==> config.mk <==
export PLATFORM = sky130hd
export DESIGN_NAME = stfr_mask
export DESIGN_NICKNAME = d
export VERILOG_FILES = /design/src/stfr_pkg.sv /design/src/stfr_mask.sv
export SDC_FILE = /design/constraint.sdc
export NUM_CORES = 1
export LEC_CHECK = 0
export ABC_CLOCK_PERIOD_IN_PS = 15800
export BUFFER_PORTS_ARGS = -buffer_cell sky130_fd_sc_hd__buf_2
export CELL_PAD_IN_SITES_DETAIL_PLACEMENT = 1
export CELL_PAD_IN_SITES_GLOBAL_PLACEMENT = 1
export CORE_AREA = 2 2 180 94
export DETAILED_ROUTE_END_ITERATION = 10
export DIE_AREA = 0 0 182 96
export MAX_ROUTING_LAYER = met4
export PLACE_DENSITY_LB_ADDON = 0.1
export SYNTH_ARGS = -nofsm -noshare
export SYNTH_HDL_FRONTEND = slang
export SYNTH_SLANG_ARGS = --single-unit
export TNS_END_PERCENT = 20
==> constraint.sdc <==
create_clock -name vclk -period 15.8
set_input_delay 2.37 -clock vclk [all_inputs]
set_output_delay 2.37 -clock vclk [all_outputs]
set_load 0.005 [all_outputs]
==> src/stfr_pkg.sv <==
// Shared constants, command codes and the 5x8 font for the text framebuffer renderer.
// Used by stfr_mask, the top level and the testbench; depends on nothing.
package stfr_pkg;

    localparam int SCREEN_WIDTH  = 128;
    localparam int SCREEN_HEIGHT = 64;
    localparam int PAGE_COUNT    = (SCREEN_HEIGHT + 7) / 8;
    localparam int STORE_SIZE    = SCREEN_WIDTH * PAGE_COUNT;
    localparam int ADDR_W        = $clog2(STORE_SIZE);
    localparam int PAGE_W        = (PAGE_COUNT > 1) ? $clog2(PAGE_COUNT) : 1;
    localparam int GLYPH_COLS    = 5;
    localparam int GLYPH_ROWS    = 8;
    localparam int CELL_STEP     = 6;

    localparam logic [PAGE_W-1:0] PAGE_LAST = PAGE_W'(PAGE_COUNT - 1);
    localparam logic [ADDR_W-1:0] ADDR_LAST = ADDR_W'(STORE_SIZE - 1);
    localparam logic [2:0]        COL_LAST  = 3'(GLYPH_COLS - 1);
    localparam logic [2:0]        SCALE_RESET = 3'd2;

    localparam logic [1:0] CMD_SET_CURSOR = 2'd0;
    localparam logic [1:0] CMD_DRAW_CHAR  = 2'd1;
    localparam logic [1:0] CMD_CLEAR      = 2'd2;
    localparam logic [1:0] CMD_READ_BYTE  = 2'd3;

    typedef logic [ADDR_W-1:0] addr_t;
    typedef logic [PAGE_W-1:0] page_t;

    // Column col of the glyph for code; column 0 sits in the low byte of the row.
    function automatic logic [7:0] glyph_column(input logic [7:0] code, input logic [2:0] col);
        logic [39:0] g;
        logic [7:0]  res;
        case (code)
            8'd46:   g = {8'h00, 8'h00, 8'h60, 8'h60, 8'h00};
            8'd58:   g = {8'h00, 8'h00, 8'h36, 8'h36, 8'h00};
            8'd48:   g = {8'h3E, 8'h45, 8'h49, 8'h51, 8'h3E};
            8'd49:   g = {8'h00, 8'h40, 8'h7F, 8'h42, 8'h00};
            8'd50:   g = {8'h46, 8'h49, 8'h51, 8'h61, 8'h42};
            8'd51:   g = {8'h31, 8'h4B, 8'h45, 8'h41, 8'h21};
            8'd52:   g = {8'h10, 8'h7F, 8'h12, 8'h14, 8'h18};
            8'd53:   g = {8'h39, 8'h45, 8'h45, 8'h45, 8'h27};
            8'd54:   g = {8'h30, 8'h49, 8'h49, 8'h4A, 8'h3C};
            8'd55:   g = {8'h03, 8'h05, 8'h09, 8'h71, 8'h01};
            8'd56:   g = {8'h36, 8'h49, 8'h49, 8'h49, 8'h36};
            8'd57:   g = {8'h1E, 8'h29, 8'h49, 8'h49, 8'h06};
            8'd65:   g = {8'h7E, 8'h11, 8'h11, 8'h11, 8'h7E};
            8'd68:   g = {8'h1C, 8'h22, 8'h41, 8'h41, 8'h7F};
            8'd76:   g = {8'h40, 8'h40, 8'h40, 8'h40, 8'h7F};
            8'd82:   g = {8'h46, 8'h29, 8'h19, 8'h09, 8'h7F};
            8'd83:   g = {8'h31, 8'h49, 8'h49, 8'h49, 8'h46};
            8'd84:   g = {8'h01, 8'h01, 8'h7F, 8'h01, 8'h01};
            8'd86:   g = {8'h1F, 8'h20, 8'h40, 8'h20, 8'h1F};
            default: g = 40'h0;
        endcase
        case (col)
            3'd0:    res = g[7:0];
            3'd1:    res = g[15:8];
            3'd2:    res = g[23:16];
            3'd3:    res = g[31:24];
            3'd4:    res = g[39:32];
            default: res = 8'h00;
        endcase
        return res;
    endfunction

endpackage

==> src/stfr_mask.sv <==
// Pixel unit: the set of lit bits of one store byte for one scaled glyph column.
// Depends on stfr_pkg for the page geometry.
module stfr_mask
    import stfr_pkg::*;
(
    input  page_t      page,
    input  logic [7:0] row,
    input  logic [2:0] scale,
    input  logic [7:0] colbits,
    output logic [7:0] mask
);

    localparam int Y_W = PAGE_W + 3;

    logic [5:0]     span;
    logic [5:0]     thr [7];
    logic [Y_W-1:0] y   [8];
    logic [7:0]     d   [8];
    logic [2:0]     r   [8];

    always_comb
    begin
        span = 6'(scale) * 6'(GLYPH_ROWS);
        for (int k = 0; k < 7; k++)
        begin
            thr[k] = 6'(scale) * 6'(k + 1);
        end
        for (int n = 0; n < 8; n++)
        begin
            y[n] = {page, 3'(n)};
            d[n] = 8'(y[n]) - row;
            r[n] = 3'd0;
            for (int k = 0; k < 7; k++)
            begin
                r[n] = r[n] + 3'(d[n] >= 8'(thr[k]));
            end
            mask[n] = (32'(y[n]) < SCREEN_HEIGHT) && (d[n] < 8'(span)) && colbits[r[n]];
        end
    end

endmodule

==> metrics list, run 1 <==
* Total Routing Usage GR: 29.2%
* Setup repair after global routing missed its margin: no
* Sequential share of the synthesized area: 0%
* Via density: 6.37
- Commonest cells after routing, fill and taps aside: ha_1, a21oi_1, o21ai_0, fa_1, inv_1
- Summed over all nets, the half-perimeter wirelength after detailed placement is 19.1 mm.
- Yosys mapped the design onto 63 distinct sky130hd cell types.
- After detailed placement, the total cell area comes to 7380 sq um.
- Post-layout instance area: 7380 sq um
* Switch Pwr: 0.274 mW
- Class of the worst hold path: in2out
* Synth area leader: ha_1
- Cell Rows: 33
- The synthesized netlist devotes 22.4% of its cell area to compound gates.
- For this run, the top clock speed supported by timing is 90.6 MHz.
* Layout sequential cell count: 0
* Count of hold-fix buffers inserted at cts: 0
- Run status: finished, final reports clean
- Setup Fix Bufs, Post-CTS: 0
* Combined area of all synthesized cells: 6980 sq um
- Data required time at the worst endpoint: 13,430 ps
* Post-synthesis area per instance: 9.22 sq um
* Post-CTS Resized: 0
- For this run the aggregate overflow at the end of global routing stands at 0.
* Crit Path Max Fanout: 23
- Measured against its own limit, the worst slew margin works out to 28.3%.
* Leakage power total: 3.49 nW
- Leaving out fill and tap cells, the most frequent cell in the layout is ha_1.
- Main combinational cell family by area after synthesis: adder cells
- Of the cells placed in the final design, the portion with a size suffix greater than 1 is 12.4%.
- Of the total synthesized cell area, the portion taken by XOR and XNOR cells is 3.39%.
* CP endpoint kind: output pin
* Die height: 96 um
- Effective utilization at floorplan: 43.8%
* Setup TNS after final layout: 0 ps
- Antenna-violating nets left: 0
- Final count of hold timing violations: 0
- Drt first pass iters: 4
- Layout overhead on the synthesized area: 5.65%
- During placement, the flow inserted port buffers numbering 30.
- Pin placement for this block handled 30 I/O pins.
- Max-cap violations in this run came to 0.
- Power spread over the standard cell area amounts to 64.3 nW/um^2.
* Max-slew violation total from the final report: 0
* Proportion of netlist area held by the largest area contributor: 39.6%
- The worst path in the final design needs a cycle of 11,030 ps, including I/O delays and setup.
* Wirelength, routed: 24.4 mm
- In the synthesized netlist, the number of instances is 757.
- Setup violations remaining at the end of the flow were counted as 0.
- After floorplanning, the core was sized to cover 15,900 sq um.
- Worst slew pin tran: 1070 ps
- Ant diodes: 0
* Placer Congestion: 0.874
* Period utilization: 69.8%
- For the worst setup path, the data arrival time is 8660 ps.
* Fill cell total of the finished layout: 1,840
- Initial antenna violation count: 0
* Count of unresolved DRC violations after routing: 0
* Via count of the first global-routing pass: 6,557
- Fraction of power consumed by sequential logic: 0%
- For this run, the post-layout net count is 1,065.
* Yosys warning total: 0
- Clock share of power: 0%
* WL per Instance: 24.6 um
- Counting every net in the synthesized netlist gives 1,038.
- Synth area leaders: ha_1, fa_1, mux4_2, a21oi_1, o21ai_0
- Simple-gate share of the synthesized area: 13.4%
- Mux contribution to synthesized area: 6.61%
- Summing all flip-flop and latch instances after layout gives 0 sq um.
* Number of vias in the routed layout: 6,315
- Die span in x: 182 um
* Layout clock buffer count: 0
- Critical path start-end classification: in2out
- Worst Setup Start Kind: input pin
- First-pass GRT wire length: 38.1 mm
- Cell internal pwr: 0.200 mW
* First DRT Iteration DRCs: 433
* Die area: 17,500 sq um
* Adder and majority gate portion of the synthesized area: 50.5%
- Maximum VDD drop: 0.0181 mV
- Entering global routing, the biggest net connects 35 pins.
- Combinational cells account for 100.0% of the total power.
- Switching Share: 57.9%
## metrics by stage
stage	util, %	power [mW]	std cells	setup WS, ps	hold slack, ps
3_5_place_dp	46.3	0.468	992	4820	5550
5_1_grt	46.3	0.529	992	4390	5580
4_1_cts	46.3	0.471	992	4810	5550
3_3_place_gp	46.3	0.434	992	5100	5490
6_report	46.3	0.474	992	4770	5550
2_1_floorplan	-	0.335	757	5770	4940
## final timing paths
kind              startpoint      end  slack [ps]  cells after the start
setup / recovery    scale[0]  mask[7]        4770                     18
hold / removal      scale[0]  mask[4]        5550                      4
## layout make-up
type	count	area, sq um	area share, %
inverter	35	131	1.78
multi-input combinational	703	6730	91.2
tap	210	263	3.56
timing repair buffer	44	255	3.46
## per-layer routing
metal / track usage [%] / wire (um) / part of all wire, % / up-vias
met5: - / 0 / 0 / -
met4: 3.83 / 317 / 1.3 / 0
met3: 1.93 / 1120 / 4.6 / 23
met2: 48.0 / 10900 / 45 / 164
met1: 40.9 / 12100 / 49 / 3163
li1: - / - / - / 2965
## synth_stat cells (3+ instances only)
master,count
mux4_2,16
a21oi_1,58
a2111oi_0,5
a211o_1,5
buf_6,4
xor2_1,10
inv_1,35
buf_2,11
or2_2,3
nand2_1,33
nor2b_1,4
xnor2_1,17
nor3_1,27
a21oi_2,4
fa_1,38
a2111oi_2,15
mux2i_1,9
ha_1,221
a21o_1,32
and3_1,4
o21ai_0,55
nand3_1,19
nand2b_1,14
nand4b_1,3
a21boi_0,6
a211oi_1,21
nor2_1,26
nor4_1,9
and2_1,8
o211ai_1,4
## cells by family after synthesis
family	count (synthesis)
compound gates	222
mux	26
buf+inv	54
simple gates	169
fa+ha+maj	259
xor+xnor	27
## critical path, stage by stage
cell and delay, ps:
buf_2 320, fa_1 640, ha_1 150, inv_1 60
fa_1 410, xor2_1 850, ha_1 390, a21oi_1 140
o21ai_0 140, a211oi_1 360, fa_1 480, fa_1 520
fa_1 450, fa_1 540, mux4_2 200, mux2i_1 70
a2111oi_0 370, buf_2 180
## power groups by stage
stage               logic (mW)  registers, mW  clock network, mW
finish                   0.474              0                  0
global route             0.529              0                  0
global placement         0.434              0                  0
CTS                      0.471              0                  0
floorplan                0.335              0                  0
detailed placement       0.468              0                  0
Note: power is estimated with default switching activity, not from simulation.
==> run 2, diff against run 1 <==
--- a/config.mk
+++ b/config.mk
@@ -5,7 +5,7 @@
 export SDC_FILE = /design/constraint.sdc
 export NUM_CORES = 1
 export LEC_CHECK = 0
-export ABC_CLOCK_PERIOD_IN_PS = 15800
+export ABC_CLOCK_PERIOD_IN_PS = 9860
 export BUFFER_PORTS_ARGS = -buffer_cell sky130_fd_sc_hd__buf_2
 export CELL_PAD_IN_SITES_DETAIL_PLACEMENT = 1
 export CELL_PAD_IN_SITES_GLOBAL_PLACEMENT = 1
==> constraint.sdc (replaced) <==
create_clock -name vclk -period 9.86
set_input_delay 1.479 -clock vclk [all_inputs]
set_output_delay 1.479 -clock vclk [all_outputs]
set_load 0.005 [all_outputs]
==> metrics list, run 2 (synthesis gave the netlist of run 1 again) <==
- Met3 Resource Use GR: 2.61% (+0.68 points)
* Startpoint of the worst hold path: scale[0]
- The required arrival time at the worst endpoint is 8380 ps (-5050 ps).
- The worst setup path is launched from an input pin.
- Ant diodes: 0 (unchanged)
- GRT met2 Usage: 48.9% (+0.83 points)
* Period utilization: 91.5%
- Via count of the first global-routing pass: 6,751 (+3.0%)
- The setup violation total in the final timing report was 0 (unchanged).
- The count of placed standard cells in the final layout, fillers left out was 997 (+0.50%).
- Static timing analysis puts the maximum clock frequency at 111 MHz.
- The internal power came to 0.322 mW (+61%).
- Switching Share: 57.7% (-0.19 points)
* Fraction of power consumed by sequential logic: 0% (unchanged)
- Max-slew violation total from the final report: 0 (unchanged)
- First DRT Iteration DRCs: 428 (-1.2%)
- HPWL after DPL: 19.3 mm (+0.61%)
* Count of unresolved DRC violations after routing: 0 (unchanged)
* Overflow left after global routing: 0 (unchanged)
- Commonest cells after routing, fill and taps aside: ha_1, a21oi_1, o21ai_0, fa_1, inv_1
- The net count reported at finish was 1,070 (+0.47%).
- Maximum number of pins on one net before global-route repair: 31 (-11%)
- Class of the worst hold path: in2out
- Die span in x: 182 um (unchanged)
- Worst slew pin tran: 1050 ps (-22.3 ps)
* FF+latch area: 0 sq um (unchanged)
- The number of antenna violations at the first check in global routing came to 0 (unchanged).
- In this run the most used layer during global routing was met2.
- The number of vias per cell after detailed routing was 6.44 (+1.1%).
- The final-layout setup total negative slack came to 0 ps (unchanged).
* Core ar.: 15,900 sq um (unchanged)
- The y dimension of the die was 96 um (unchanged).
* Layout sequential cell count: 0 (unchanged)
- The leakage power summed over all cells came to 3.52 nW (+0.67%).
- The overall routing resource usage was 30.3% (+1.1 points).
- Placed cell count: 997 (+0.50%)
* Final count of hold timing violations: 0 (unchanged)
* Effective utilization at floorplan: 43.8% (unchanged)
- The number of buffers inserted to repair setup after CTS was 0 (unchanged).
- The maximum net fanout on the critical path is 20 (-13%).
* Run status: finished, final reports clean
- IO buf count: 30 (unchanged)
* First-pass GRT wire length: 39.6 mm (+4.1%)
- Worst Hold Endpoint: mask[4]
- Worst hold path depth: 4 (unchanged)
- The detailed-route wire length per cell was 25.1 um (+2.0%).
- Placement Setup Slack: 922 ps (-3900 ps)
- Setup repair after global routing left no endpoint under its margin.
- Fraction of final layout cells with drive strength greater than 1: 13.0% (+0.56 points)
- From synthesis to final layout, the design area changed by 6.18%.
- Logic pwr share: 100.0% (about the same)
- The power dissipated by switching net loads was 0.439 mW (+60%).
- Final critical-path setup slack: 836 ps (-3930 ps)
* Post-CTS Resized: 0 (unchanged)
* M1 GR Usage: 42.6% (+1.6 points)
* Placer Congestion: 0.947 (+8.4%)
- The critical path data arrival time came to 7540 ps (-1120 ps).
- Power density over the cells: 103 nW/um^2 (+60%)
* CP endpoint kind: output pin
* Clock share of power: 0% (unchanged)
- Number of violations of the max-capacitance limit: 0 (unchanged)
* Number of vias in the routed layout: 6,419 (+1.6%)
* Layout clock buffer count: 0 (unchanged)
- Die area: 17,500 sq um (unchanged)
- Most frequent standard cell in the layout excluding fill and tap cells: ha_1
- The residual antenna-violating net count after detailed routing came to 0 (unchanged).
* Fin crit period: 9020 ps
- Maximum VDD drop: 0.0508 mV (+180%)
- The critical path in this run is classified as in2out.
* Wirelength, routed: 25.0 mm (+2.5%)
- Relative slew slack: 30.0% (+1.7 points)
* Total I/O pin count: 30 (unchanged)
- The hold buffer count at CTS is 0 (unchanged).
- The first-pass iteration count of the detailed router was 5 (+1).
- The placement row count came to 33 (unchanged).
run 2: changes by cell type in the layout (fill, tap and decap cells not counted), sizes merged:
| cell | before | now |
|---|---|---|
| buf | 44 | 49 |
run 2: critical path: stages:
cell and delay (ps):
buf_2 120, inv_1 50, ha_1 830, ha_1 430, a21oi_1 130, xnor2_1 780, ha_1 390, a2111oi_2 370
fa_1 510, fa_1 520, fa_1 450, fa_1 540, mux4_2 190, mux2i_1 90, or2_2 290, a2111oi_2 190
buf_2 160
run 2: how the worst max path moves through the flow:
stage                   from       to  cells after the start
finish               page[0]  mask[6]                     17
global route         page[0]  mask[6]                     17
global placement     page[0]  mask[6]                     17
floorplan           scale[1]  mask[7]                     15
detailed placement   page[0]  mask[1]                     16
CTS                  page[0]  mask[1]                     16
run 2: per-layer routing:
metal  up-vias  wire, um  part of all wire [%]
met2       145     10900                    44
met5         -         0                     0
li1       2975         -                     -
met3        30      1170                   4.7
met4         0       401                   1.6
met1      3269     12600                    50
run 2: per-stage QoR:
step                      hold WS [ps]  total power, mW  util, %  area, sq um
final                             3780            0.760     46.5         7410
after global routing              3790            0.856     46.5         7410
after CTS                         3760            0.757     46.5         7410
after detailed placement          3770            0.750     46.5         7410
after global placement            3740            0.703     46.5         7410
after floorplan                   3160            0.537        -         6980
run 2: power by group through the flow:
stage	Combinational, mW	Sequential, mW	Clock (mW)
floorplan	0.537	0	0
global placement	0.703	0	0
detailed placement	0.750	0	0
CTS	0.757	0	0
global route	0.856	0	0
finish	0.760	0	0
run 2: area by class of cell:
cell class	instances	area (sq um)
inverters	35	131
fillers	1863	8520
multi-input cells	703	6730
repair buffers	49	293
well taps	210	263
